**config.mk**
```make
export PLATFORM = sky130hd
export DESIGN_NAME = pfl_ctrl
export DESIGN_NICKNAME = d
export VERILOG_FILES = /design/src/pfl_pkg.sv /design/src/pfl_ctrl.sv
export SDC_FILE = /design/constraint.sdc
export NUM_CORES = 1
export LEC_CHECK = 0
export ABC_AREA = 0
export ABC_CLOCK_PERIOD_IN_PS = 1200
export BUFFER_PORTS_ARGS = -buffer_cell sky130_fd_sc_hd__buf_2
export CORE_AREA = 10 10 47 49
export DETAILED_ROUTE_END_ITERATION = 12
export DIE_AREA = 0 0 57 59
export GPL_TIMING_DRIVEN = 0
export PLACE_DENSITY_LB_ADDON = 0.05
export SETUP_SLACK_MARGIN = 0.5
export SYNTH_ARGS = -nofsm -noshare
export SYNTH_HDL_FRONTEND = slang
export SYNTH_SLANG_ARGS = --single-unit
```
**constraint.sdc**
```tcl
create_clock -name clk -period 1.2 [get_ports clk]
set_input_delay 0.06 -clock clk [delete_from_list [all_inputs] [get_ports clk]]
set_output_delay 0.06 -clock clk [all_outputs]
set_load 0.05 [all_outputs]
```
**src/pfl_pkg.sv**
```systemverilog
`timescale 1ns / 1ps
// Shared types and constants for the page free list allocator.
// Depends on nothing; every other file imports it.
package pfl_pkg;

    localparam int PAGE_W    = 12;
    localparam int SPAN_W    = 13;
    localparam int MAX_PAGES = 4096;

    localparam logic [PAGE_W-1:0] COUNT_MAX  = 12'hFFF;
    localparam logic [SPAN_W-1:0] EXT_RESET  = 13'd16;
    localparam logic              MODE_FREE  = 1'b1;

    typedef enum logic [1:0] {
        STATUS_OK      = 2'd0,
        STATUS_FULL    = 2'd1,
        STATUS_INVALID = 2'd2
    } pfl_status_t;

    typedef struct packed {
        logic              mode;
        logic [PAGE_W-1:0] page_number;
    } pfl_req_t;

    typedef struct packed {
        logic [PAGE_W-1:0] granted_page;
        pfl_status_t       status;
        logic [PAGE_W-1:0] free_pages;
        logic [SPAN_W-1:0] used_span;
    } pfl_rsp_t;

    // Commands from the controller to the datapath.
    typedef struct packed {
        logic load_req;
        logic do_free;
        logic do_pop;
        logic do_full;
        logic grow_start;
        logic grow_step;
    } pfl_cmd_t;

    // Status from the datapath to the controller.
    typedef struct packed {
        logic is_free;
        logic head_zero;
        logic grow_ok;
        logic grow_last;
        logic out_free;
    } pfl_sts_t;

endpackage

```
**src/pfl_ctrl.sv**
```systemverilog
`timescale 1ns / 1ps
// Controller of the page allocator: sequences request capture, growth walk
// and commit. Depends on pfl_pkg.
module pfl_ctrl
    import pfl_pkg::*;
(
    input  logic     clk,
    input  logic     rst_n,
    input  logic     in_valid,
    output logic     in_stall,
    input  pfl_sts_t sts,
    output pfl_cmd_t cmd
);

    typedef enum logic [1:0] {
        ST_IDLE,
        ST_EXEC,
        ST_GROW,
        ST_SETTLE
    } state_t;

    state_t state_reg, state_next;
    logic   in_stall_reg;

    always_comb
    begin
        cmd        = '0;
        state_next = state_reg;
        unique case (state_reg)
            ST_IDLE:
            begin
                if (in_valid)
                begin
                    cmd.load_req = 1'b1;
                    state_next   = ST_EXEC;
                end
            end
            ST_EXEC:
            begin
                if (sts.is_free)
                begin
                    if (sts.out_free)
                    begin
                        cmd.do_free = 1'b1;
                        state_next  = ST_IDLE;
                    end
                end
                else if (!sts.head_zero)
                begin
                    if (sts.out_free)
                    begin
                        cmd.do_pop = 1'b1;
                        state_next = ST_IDLE;
                    end
                end
                else if (sts.grow_ok)
                begin
                    cmd.grow_start = 1'b1;
                    state_next     = ST_GROW;
                end
                else if (sts.out_free)
                begin
                    cmd.do_full = 1'b1;
                    state_next  = ST_IDLE;
                end
            end
            ST_GROW:
            begin
                cmd.grow_step = 1'b1;
                if (sts.grow_last)
                begin
                    state_next = ST_SETTLE;
                end
            end
            // Settle state, for the link of the new head to be read back.
            ST_SETTLE:
            begin
                state_next = ST_EXEC;
            end
            default:
            begin
                state_next = ST_IDLE;
            end
        endcase
    end

    always_ff @(posedge clk or negedge rst_n)
    begin
        if (!rst_n)
        begin
            state_reg    <= ST_IDLE;
            in_stall_reg <= 1'b0;
        end
        else
        begin
            state_reg    <= state_next;
            in_stall_reg <= (state_next != ST_IDLE);
        end
    end

    assign in_stall = in_stall_reg;

    a_one_cmd: assert property (@(posedge clk) disable iff (!rst_n)
        $onehot0({cmd.load_req, cmd.do_free, cmd.do_pop, cmd.do_full,
                  cmd.grow_start, cmd.grow_step}))
        else $error("more than one command issued");

    a_stall_idle: assert property (@(posedge clk) disable iff (!rst_n)
        in_stall == (state_reg != ST_IDLE))
        else $error("input stall disagrees with controller state");

endmodule

```
After elaboration in Yosys (flattened, before gate mapping)
Cells that the tools add are included.
- eq/ne operators: 3
- mux-type cells: 18
- reductions and logical operators: 2
- operators with widths (kind ; count):
    2-bit 2-to-1 mux ; 7
    1-bit 2-to-1 mux ; 8
    2-bit one-hot mux with 4 select lines ; 1
    2-bit == test (second input constant) ; 2
    4-bit 2-to-1 mux ; 1
    3-bit 2-to-1 mux ; 1
    2-bit by 1-bit == test with 1-bit output (second input constant) ; 1
    2-bit zero test ; 1
    2-bit nonzero test ; 1
- register bits: 3
- output and inout bits: 7
- logic and storage cells: 25

Depth between registers and ports, before layout
Gate-level depths: netlist of the first run.
- depth after elaboration: 6
- gate-level depth with buffers: 3

Worst setup path before layout of the first run
Ideal clock, no wire load.
- kind: register to output
- start: reg state_reg[1]
- end: out cmd[3] in the netlist's numbering
- data arrival time: 1.684 ns
- path slack: -0.544 ns
- cell stages (with the launch flop): 4
- path buffers: 0
- cell sequence: dfrtp_1 > nor2b_4 > nand2_2 > nor3_1
- RTL lines (what ; line ; source):
    from (decl) ; pfl_ctrl.sv:22 ; state_t state_reg, state_next;
    from (signal assigned) ; pfl_ctrl.sv:96 ; state_reg <= state_next;
    to (decl) ; pfl_ctrl.sv:12 ; output pfl_cmd_t cmd

==> flow_metrics.tcl, run 1 <==
set metrics [dict create \
    status "complete, but fails checks" \
    violations "setup timing" \
    regToRegEndpoint "state_reg[1]" \
    clk_pin_slew_worst_paths_ns 0.04 \
    drc_errors 0 \
    rsz0062_at_grt "true" \
    yosysMostFrequentCell "dfrtp_1" \
    rows 14 \
    netlist_area_um2 199 \
    pin_count 15 \
    seq_power_share_pct 16.8 \
    track_usage_pct 4.63 \
    slew_violations 0 \
    grt_pass1_vias 296 \
    p_leak_nw 0.216 \
    die_x_um 57 \
    min_from "sts[0]" \
    peakVddDrop_uv 766 \
    synth_cell_type_count 13 \
    final.setup.worst_slack_ns -0.167 \
    hold_class "input pin to flop" \
    firstDrtPassIters 2 \
    timing.rr.start "state_reg[1]" \
    yosys_register_bits 3 \
    placeableCoreArea_um2 1400 \
    synth_area_leaders "dfrtp_1 (38%), nor2b_4 (14%), nor3b_1 (7.5%)" \
    fin_nets 51 \
    arrival_ns 1.31 \
    max_slew_margin_pct 86.2 \
    dpl.hpwl_um 540 \
    antenna_found_initial 0 \
    area_delta_synth_final_pct 133 \
    chipHeight_um 59 \
    clk_path_buf_depth 2 \
    post-synth-top-area-cell "dfrtp_1" \
    clk_latency_ns 0.23 \
    pwr_density_cell_nw_per_um2 2140 \
    cts_tree "done" \
    dieArea_um2 3360 \
    io_buffers 14 \
    viasPerCell 4.10 \
    post_dp_cell_area_um2 308 \
    crit_end "cmd[2]" \
    grt_pass1_wl_um 1180 \
    initial_utilization_pct 14.2 \
    grt_max_degree 5 \
    synth_edf_count 0 \
    gr-total-overflow 0 \
    startpoint "state_reg[1]" \
    dr_total_vias 238 \
    cts_max_level 1 \
    grtUsageMet2_pct 7.60 \
    insertedDiodeCount 0 \
    dr.first_iter.drc_count 2 \
    rr_worst_depth 4 \
    critPathLaunchType "flop" \
    synth_common_cells "dfrtp_1 (3), nor2b_4 (2), nor3_1 (2), nor3b_1 (2)" \
    multi_input_area_um2 169 \
    path_class "flop to output pin" \
    grt_busiest_layer "met2" \
    async_flop_share_pct 100 \
    p_total_uw 991 \
    syn_inst 18 \
    cp.required_ns 1.14 \
    final_area_um2 464 \
    routedWlPerCell_um 12.7 \
    hold_viol 0 \
    worst_pin_slew_ns 0.206 \
    drive_gt1_share_pct 76.2 \
    cts-root-buf "clkbuf_4" \
    ant_nets 0 \
    dp_cells 48 \
    path_max_fanout 3 \
    period_minus_slack_ns 1.37 \
    nFillCells 150 \
    p_comb_share_pct 65.5 \
    routed_wirelength_um 734 \
    synth_seq_area_share_pct 37.7 \
    yosys.area.top_type_share_pct 37.7 \
    swShare_pct 42.0 \
    skew_ns 0.000748 \
    setup_viol 7 \
    end_kind "output pin" \
    clkPwrFrac_pct 17.7 \
    r2r_slack_ns 0 \
    use_met1_pct 3.58 \
    regArea_um2 76.3 \
    finalCritPeriodShare_pct 114 \
    cts-buffers-inserted 3 \
    maxCapViolCount 0 \
    finalNonFillerCells 58 \
    max_freq_mhz 732 \
    synth_flop_cell "dfrtp_1" \
    power.internal_uw 575 \
    globalRouteMet3Util_pct 2.79 \
    ys_warn_count 0 \
    syn_area_per_cell_um2 11.1 \
    p_switching_uw 416 \
    largest_reg_flops 2 \
    cts_sinks 3 \
    synth_nets 26 \
    routabilityCongestion 0.584 \
]
## metrics by stage
| step | setup WS [ns] | util, % | hold WS, ns | setup TNS, ns |
|---|---|---|---|---|
| final | -0.167 | 33.1 | 0.107 | -0.681 |
| after floorplan | -0.140 | - | -0.236 | -0.277 |
| after global routing | -0.223 | 33.1 | 0.129 | -1.04 |
| after CTS | -0.191 | 31.5 | 0.0764 | -0.637 |
| after global placement | -0.0678 | 22.0 | -0.143 | -0.0678 |
| after detailed placement | -0.0859 | 22.0 | -0.142 | -0.0859 |
## kinds of logic (layout without fill, tap and decap cells)
logic type	Yosys count	count (layout)	share of synthesized area, %
buffers and inverters	0	24	0
and+or+nand+nor	13	13	55.4
DFF	3	3	37.7
AOI/OAI and AO/OA	2	2	6.92
## metal layers
metal  vias up  wire, µm
met5         -         0
met4         0        19
met3         2        61
met2        10       389
met1       111       263
li1        115         -
## worst min-delay path by stage
| stage | to | slack [ns] | depth (start not counted) |
|---|---|---|---|
| after floorplan | in_stall | -0.24 | 0 |
| after global placement | in_stall | -0.14 | 1 |
| after detailed placement | in_stall | -0.14 | 1 |
| after CTS | in_stall | 0.08 | 2 |
| after global routing | in_stall | 0.13 | 2 |
| final | in_stall | 0.11 | 2 |
## worst max-delay path: stages (launching register included)
cell and delay [ns]:
dfrtp_2 0.41, nor2b_4 0.17, nand2_4 0.08, nor4b_4 0.22, buf_6 0.19
## power by group through the flow
stage	Combinational, mW	Sequential, mW	Clock [mW]
2_1_floorplan	0.253	0.233	0
3_3_place_gp	0.394	0.181	0
3_5_place_dp	0.394	0.182	0
4_1_cts	0.594	0.167	0.182
5_1_grt	0.690	0.173	0.192
6_report	0.649	0.167	0.175
## layout by cell type (no fill, tap or decap), drive strengths merged
| cell | n |
|---|---|
| buf | 19 |
| clkbuf | 4 |
| dfrtp | 3 |
| nor2b | 2 |
| nor3b | 2 |
| nor3 | 2 |
| and2b | 1 |
| nand3b | 1 |
| nand2b | 1 |
| a211oi | 1 |
| or2 | 1 |
| nand2 | 1 |
| nor4b | 1 |
| and3 | 1 |
| a31oi | 1 |
| dlygate4sd3 | 1 |
## timing repair
action                     4_1_cts  5_1_grt
setup endpoints to repair       10       10
buffers inserted                 4        1
pin swaps                        5        0
gates resized for setup         20        3
hold buffers                     1        0
gates cloned                     0        0
hold endpoints to repair         3        0
## layout make-up
class	instances	area share, %
flip-flops and latches	3	16.4
multi-input cells	15	36.4
clock buffers	4	5.66
repair buffers	20	37.2
well taps	16	4.31
Note: power is estimated with default switching activity, not from simulation.
==> run 2, diff against run 1 <==
--- a/config.mk
+++ b/config.mk
@@ -7,13 +7,14 @@
 export LEC_CHECK = 0
 export ABC_AREA = 0
 export ABC_CLOCK_PERIOD_IN_PS = 1200
-export BUFFER_PORTS_ARGS = -buffer_cell sky130_fd_sc_hd__buf_2
+export BUFFER_PORTS_ARGS = -buffer_cell sky130_fd_sc_hd__clkbuf_2
 export CORE_AREA = 10 10 47 49
 export DETAILED_ROUTE_END_ITERATION = 12
 export DIE_AREA = 0 0 57 59
 export GPL_TIMING_DRIVEN = 0
 export PLACE_DENSITY_LB_ADDON = 0.05
 export SETUP_SLACK_MARGIN = 0.5
+export SKIP_CTS_REPAIR_TIMING = 1
 export SYNTH_ARGS = -nofsm -noshare
 export SYNTH_HDL_FRONTEND = slang
 export SYNTH_SLANG_ARGS = --single-unit
==> run 2 against run 1 <==
The flow still finishes with violations (setup timing). Die area is the same. Design area increased by 0.27%. Via count is 6.3% lower. Non-clock buffer count unchanged. Clock power increased by 2%. Largest cell class unchanged. Fmax decreased by 3.2%. Critical path type unchanged. First-iteration DRC count fell by 100%. Core utilization increased by 0.089 points. Routed wire length fell by 3.1%. Total power decreased by 1.4%.
==> flow_metrics.tcl, run 2 (synthesis results as in run 1) <==
set metrics [dict create \
    pin_count 15 \
    dpl.hpwl_um 558 \
    mostFrequentLayoutCells "clkbuf_2 (7), buf_6 (6), buf_4 (4), clkbuf_4 (3)" \
    cts_sinks 3 \
    antenna_found_initial 0 \
    cts_tree "done" \
    crit_path_max_incr_delay_ns 0.41 \
    cpMaxStageDelayCell "dfrtp_2" \
    max_freq_mhz 708 \
    arrival_ns 1.35 \
    post_dp_cell_area_um2 308 \
    crit_chain "nor2b_4 -> nand2_4 -> nor4b_4 -> buf_6" \
    max_slew_margin_pct 86.2 \
    grt_pass1_vias 238 \
    skew_ns 0.00438 \
    viasPerCell 3.84 \
    path_max_fanout 5 \
    gr-total-overflow 0 \
    area_delta_synth_final_pct 134 \
    finalNonFillerCells 58 \
    routed_wirelength_um 711 \
    path_buf_inv 1 \
    p_total_uw 977 \
    cts_max_level 1 \
    fin_nets 51 \
    setup_viol 5 \
    insertedDiodeCount 0 \
    routedWlPerCell_um 12.3 \
    die_x_um 57 \
    io_buffers 14 \
    final.setup.worst_slack_ns -0.212 \
    grt_pass1_wl_um 1020 \
    dr_total_vias 223 \
    status "complete, but fails checks" \
    critPathLaunchType "flop" \
    rsz0062_at_grt "true" \
    dr.first_iter.drc_count 0 \
    end_kind "output pin" \
    multi_input_area_um2 169 \
    maxCapViolCount 0 \
    final_common_cell "clkbuf_2" \
    grt_max_degree 6 \
    final_core_utilization_pct 33.2 \
    cts-root-buf "clkbuf_4" \
    routabilityCongestion 0.574 \
    peakVddDrop_uv 782 \
    cp.required_ns 1.14 \
    hold_viol 0 \
    placeableCoreArea_um2 1400 \
    rows 14 \
    drc_errors 0 \
    chipHeight_um 59 \
    hold_class "input pin to flop" \
    track_usage_pct 4.07 \
    cts-buffers-inserted 3 \
    nFillCells 151 \
    p_leak_nw 0.218 \
    drive_gt1_share_pct 83.3 \
    initial_utilization_pct 14.2 \
    firstDrtPassIters 1 \
    worst_pin_slew_ns 0.207 \
    dieArea_um2 3360 \
    final_area_um2 465 \
    ant_nets 0 \
    regArea_um2 77.6 \
    clk_path_buf_depth 2 \
    largest_reg_flops 2 \
    path_class "flop to output pin" \
    clk_latency_ns 0.23 \
    pwr_density_cell_nw_per_um2 2100 \
    crit_family "simple AND/OR/NAND/NOR gates" \
    dp_cells 48 \
    clk_pin_slew_worst_paths_ns 0.04 \
    finalCritPeriodShare_pct 118 \
    violations "setup timing" \
    slew_violations 0 \
    period_minus_slack_ns 1.41 \
    whs_ns 0.101 \
]
run 2: stage by stage:
step	setup WS, ns	TNS, ns
final	-0.212	-0.592
after global routing	-0.275	-0.900
after CTS	-0.359	-1.03
after detailed placement	-0.114	-0.114
after global placement	-0.0872	-0.0872
after floorplan	-0.140	-0.277
run 2: routing by layer:
metal	GRT usage, %	vias to the layer above	part of all wire, %
li1	-	113	-
met1	3.21	102	36
met2	6.05	8	51
met3	3.43	0	13
met4	4.03	0	0
met5	0	-	0
run 2: cell type report:
cell class              instances  share of cell area [%]
flip-flops and latches          3                    16.7
clock buffers                   4                    5.65
multi-input cells              15                    36.3
well taps                      16                    4.30
repair buffers                 20                    37.1
run 2: path summary, 6_finish.rpt:
check | start | to | slack, ns | cells after the start
max in group asynchronous | rst_n | state_reg[0] | 0.91 | 2
max reg2reg | state_reg[0] | state_reg[1] | 0.04 | 4
min | sts[0] | in_stall | 0.10 | 2
max | state_reg[0] | cmd[2] | -0.21 | 4
min reg2reg | state_reg[0] | state_reg[0] | 0.66 | 2
min in group asynchronous | rst_n | in_stall | 0.16 | 2
run 2: power by group:
| group | internal, mW | switching, mW | total, mW |
|---|---|---|---|
| Clock | 0.125 | 0.0539 | 0.179 |
| Sequential | 0.147 | 0.0489 | 0.196 |
| Combinational | 0.293 | 0.310 | 0.603 |
==> run 3, diff against run 2 <==
--- a/config.mk
+++ b/config.mk
@@ -12,7 +12,6 @@
 export DETAILED_ROUTE_END_ITERATION = 12
 export DIE_AREA = 0 0 57 59
 export GPL_TIMING_DRIVEN = 0
-export PLACE_DENSITY_LB_ADDON = 0.05
 export SETUP_SLACK_MARGIN = 0.5
 export SKIP_CTS_REPAIR_TIMING = 1
 export SYNTH_ARGS = -nofsm -noshare
==> run 3 against run 2 <==
Core utilization shrank 2.8 points. The flow still finishes with violations (setup timing). First-iteration DRC count grew 2. Count of clock-buffer cells in the layout stayed put. Cell count shrank 5.2%. Combinational power decreased by 12%. Clock power about the same.
==> flow_metrics.tcl, run 3 (synthesis results as in run 1) <==
set metrics [dict create \
    status "complete, but fails checks" \
    violations "setup timing" \
    routedWlPerCell_um 12.2 \
    dieArea_um2 3360 \
    dp_cells 48 \
    max_freq_mhz 706 \
    setup_viol 4 \
    final_area_um2 427 \
    p_switching_uw 384 \
    drc_errors 0 \
    peakVddDrop_uv 605 \
    fin_nets 48 \
    crit_path_max_incr_delay_ns 0.44 \
    post_dp_cell_area_um2 308 \
    grt_pass1_wl_um 876 \
    p_total_uw 907 \
    final.setup.worst_slack_ns -0.216 \
    cts-buffers-inserted 3 \
    final_common_cell "clkbuf_2" \
    clk_pin_slew_worst_paths_ns 0.04 \
    arrival_ns 1.36 \
    critPathLaunchType "flop" \
    dr_total_vias 233 \
    grt_max_degree 6 \
    cts_max_level 1 \
    cpMaxStageDelayCell "dfrtp_2" \
    mostFrequentLayoutCells "clkbuf_2 (7), buf_6 (6), clkbuf_4 (3)" \
    chipHeight_um 59 \
    p_comb_share_pct 58.3 \
    worst_pin_slew_ns 0.211 \
    grt_pass1_vias 220 \
    finalCritPeriodShare_pct 118 \
    seq_power_share_pct 21.6 \
    clkPwrFrac_pct 20.1 \
    gr-total-overflow 0 \
    die_x_um 57 \
    finalNonFillerCells 55 \
    whs_ns 0.0835 \
    ant_nets 0 \
    cts_tree "done" \
    max_slew_margin_pct 85.9 \
    hold_viol 0 \
    power.internal_uw 522 \
    antenna_found_initial 0 \
    path_max_fanout 5 \
    dr.first_iter.drc_count 2 \
    initial_utilization_pct 14.2 \
    pin_count 15 \
    p_leak_nw 0.197 \
    pre_cts_slack_ns -0.0756 \
    crit_family "simple AND/OR/NAND/NOR gates" \
    path_class "flop to output pin" \
    routed_wirelength_um 672 \
    crit_chain "nor2b_4 -> nand2_2 -> nor4b_4 -> buf_6" \
    slew_violations 0 \
    clk_latency_ns 0.24 \
    rows 14 \
    track_usage_pct 3.59 \
    routabilityCongestion 0.693 \
    path_buf_inv 1 \
    firstDrtPassIters 4 \
    period_minus_slack_ns 1.42 \
    end_kind "output pin" \
    swShare_pct 42.4 \
    placeableCoreArea_um2 1400 \
    cp.required_ns 1.14 \
    viasPerCell 4.24 \
    dpl.hpwl_um 500 \
    rsz0062_at_grt "true" \
    largest_reg_flops 2 \
    insertedDiodeCount 0 \
    cts_sinks 3 \
    pwr_density_cell_nw_per_um2 2120 \
    hold_class "input pin to flop" \
    clk_path_buf_depth 2 \
    maxCapViolCount 0 \
    cts-root-buf "clkbuf_4" \
    skew_ns 0.00306 \
    drive_gt1_share_pct 79.5 \
    io_buffers 14 \
    area_delta_synth_final_pct 114 \
]
[run 3: worst paths after layout]
path,depth (start not counted),slack [ns],from,endpoint
setup / recovery,4,-0.22,state_reg[1],cmd[2]
hold / removal,2,0.08,sts[0],in_stall
setup reg to reg,4,0.06,state_reg[0],state_reg[1]
hold reg to reg,2,0.66,state_reg[0],in_stall
max in group asynchronous,2,0.92,rst_n,state_reg[0]
min in group asynchronous,2,0.16,rst_n,state_reg[1]
[run 3: power by group through the flow]
stage                     sequential, mW  combinational [mW]  clock (mW)
after floorplan                    0.233               0.253           0
after global placement             0.181               0.384           0
after detailed placement           0.183               0.389           0
after CTS                          0.181               0.390       0.186
after global routing               0.204               0.558       0.192
final                              0.196               0.528       0.182
[run 3: metal layers]
metal / GRT usage [%] / part of all wire (%) / vias up
met3: 1.93 / 13 / 4
met1: 3.94 / 41 / 101
met5: 0 / 0 / -
li1: - / - / 110
met4: 6.04 / 5.7 / 0
met2: 3.57 / 40 / 18
[run 3: worst register-to-register path, stage by stage (launching register included)]
cell and delay (ns):
dfrtp_2 0.43, nor2b_4 0.15, buf_4 0.13, nor2b_4 0.12, or2_1 0.20
[run 3: area by class of cell]
| cell class | instances | area (µm²) |
|---|---|---|
| fill | 153 | 975 |
| multi-input combinational | 15 | 153 |
| timing repair buffer | 17 | 150 |
| sequential | 3 | 77.6 |
| clock buffer | 4 | 26.3 |
| tap | 16 | 20.0 |
[run 3: per-stage QoR]
| step | TNS (ns) | utilization (%) |
|---|---|---|
| detailed placement | -0.0756 | 22.0 |
| global route | -0.833 | 30.4 |
| CTS | -0.948 | 23.8 |
| finish | -0.609 | 30.4 |
| floorplan | -0.277 | - |
| global placement | -0.0711 | 22.0 |
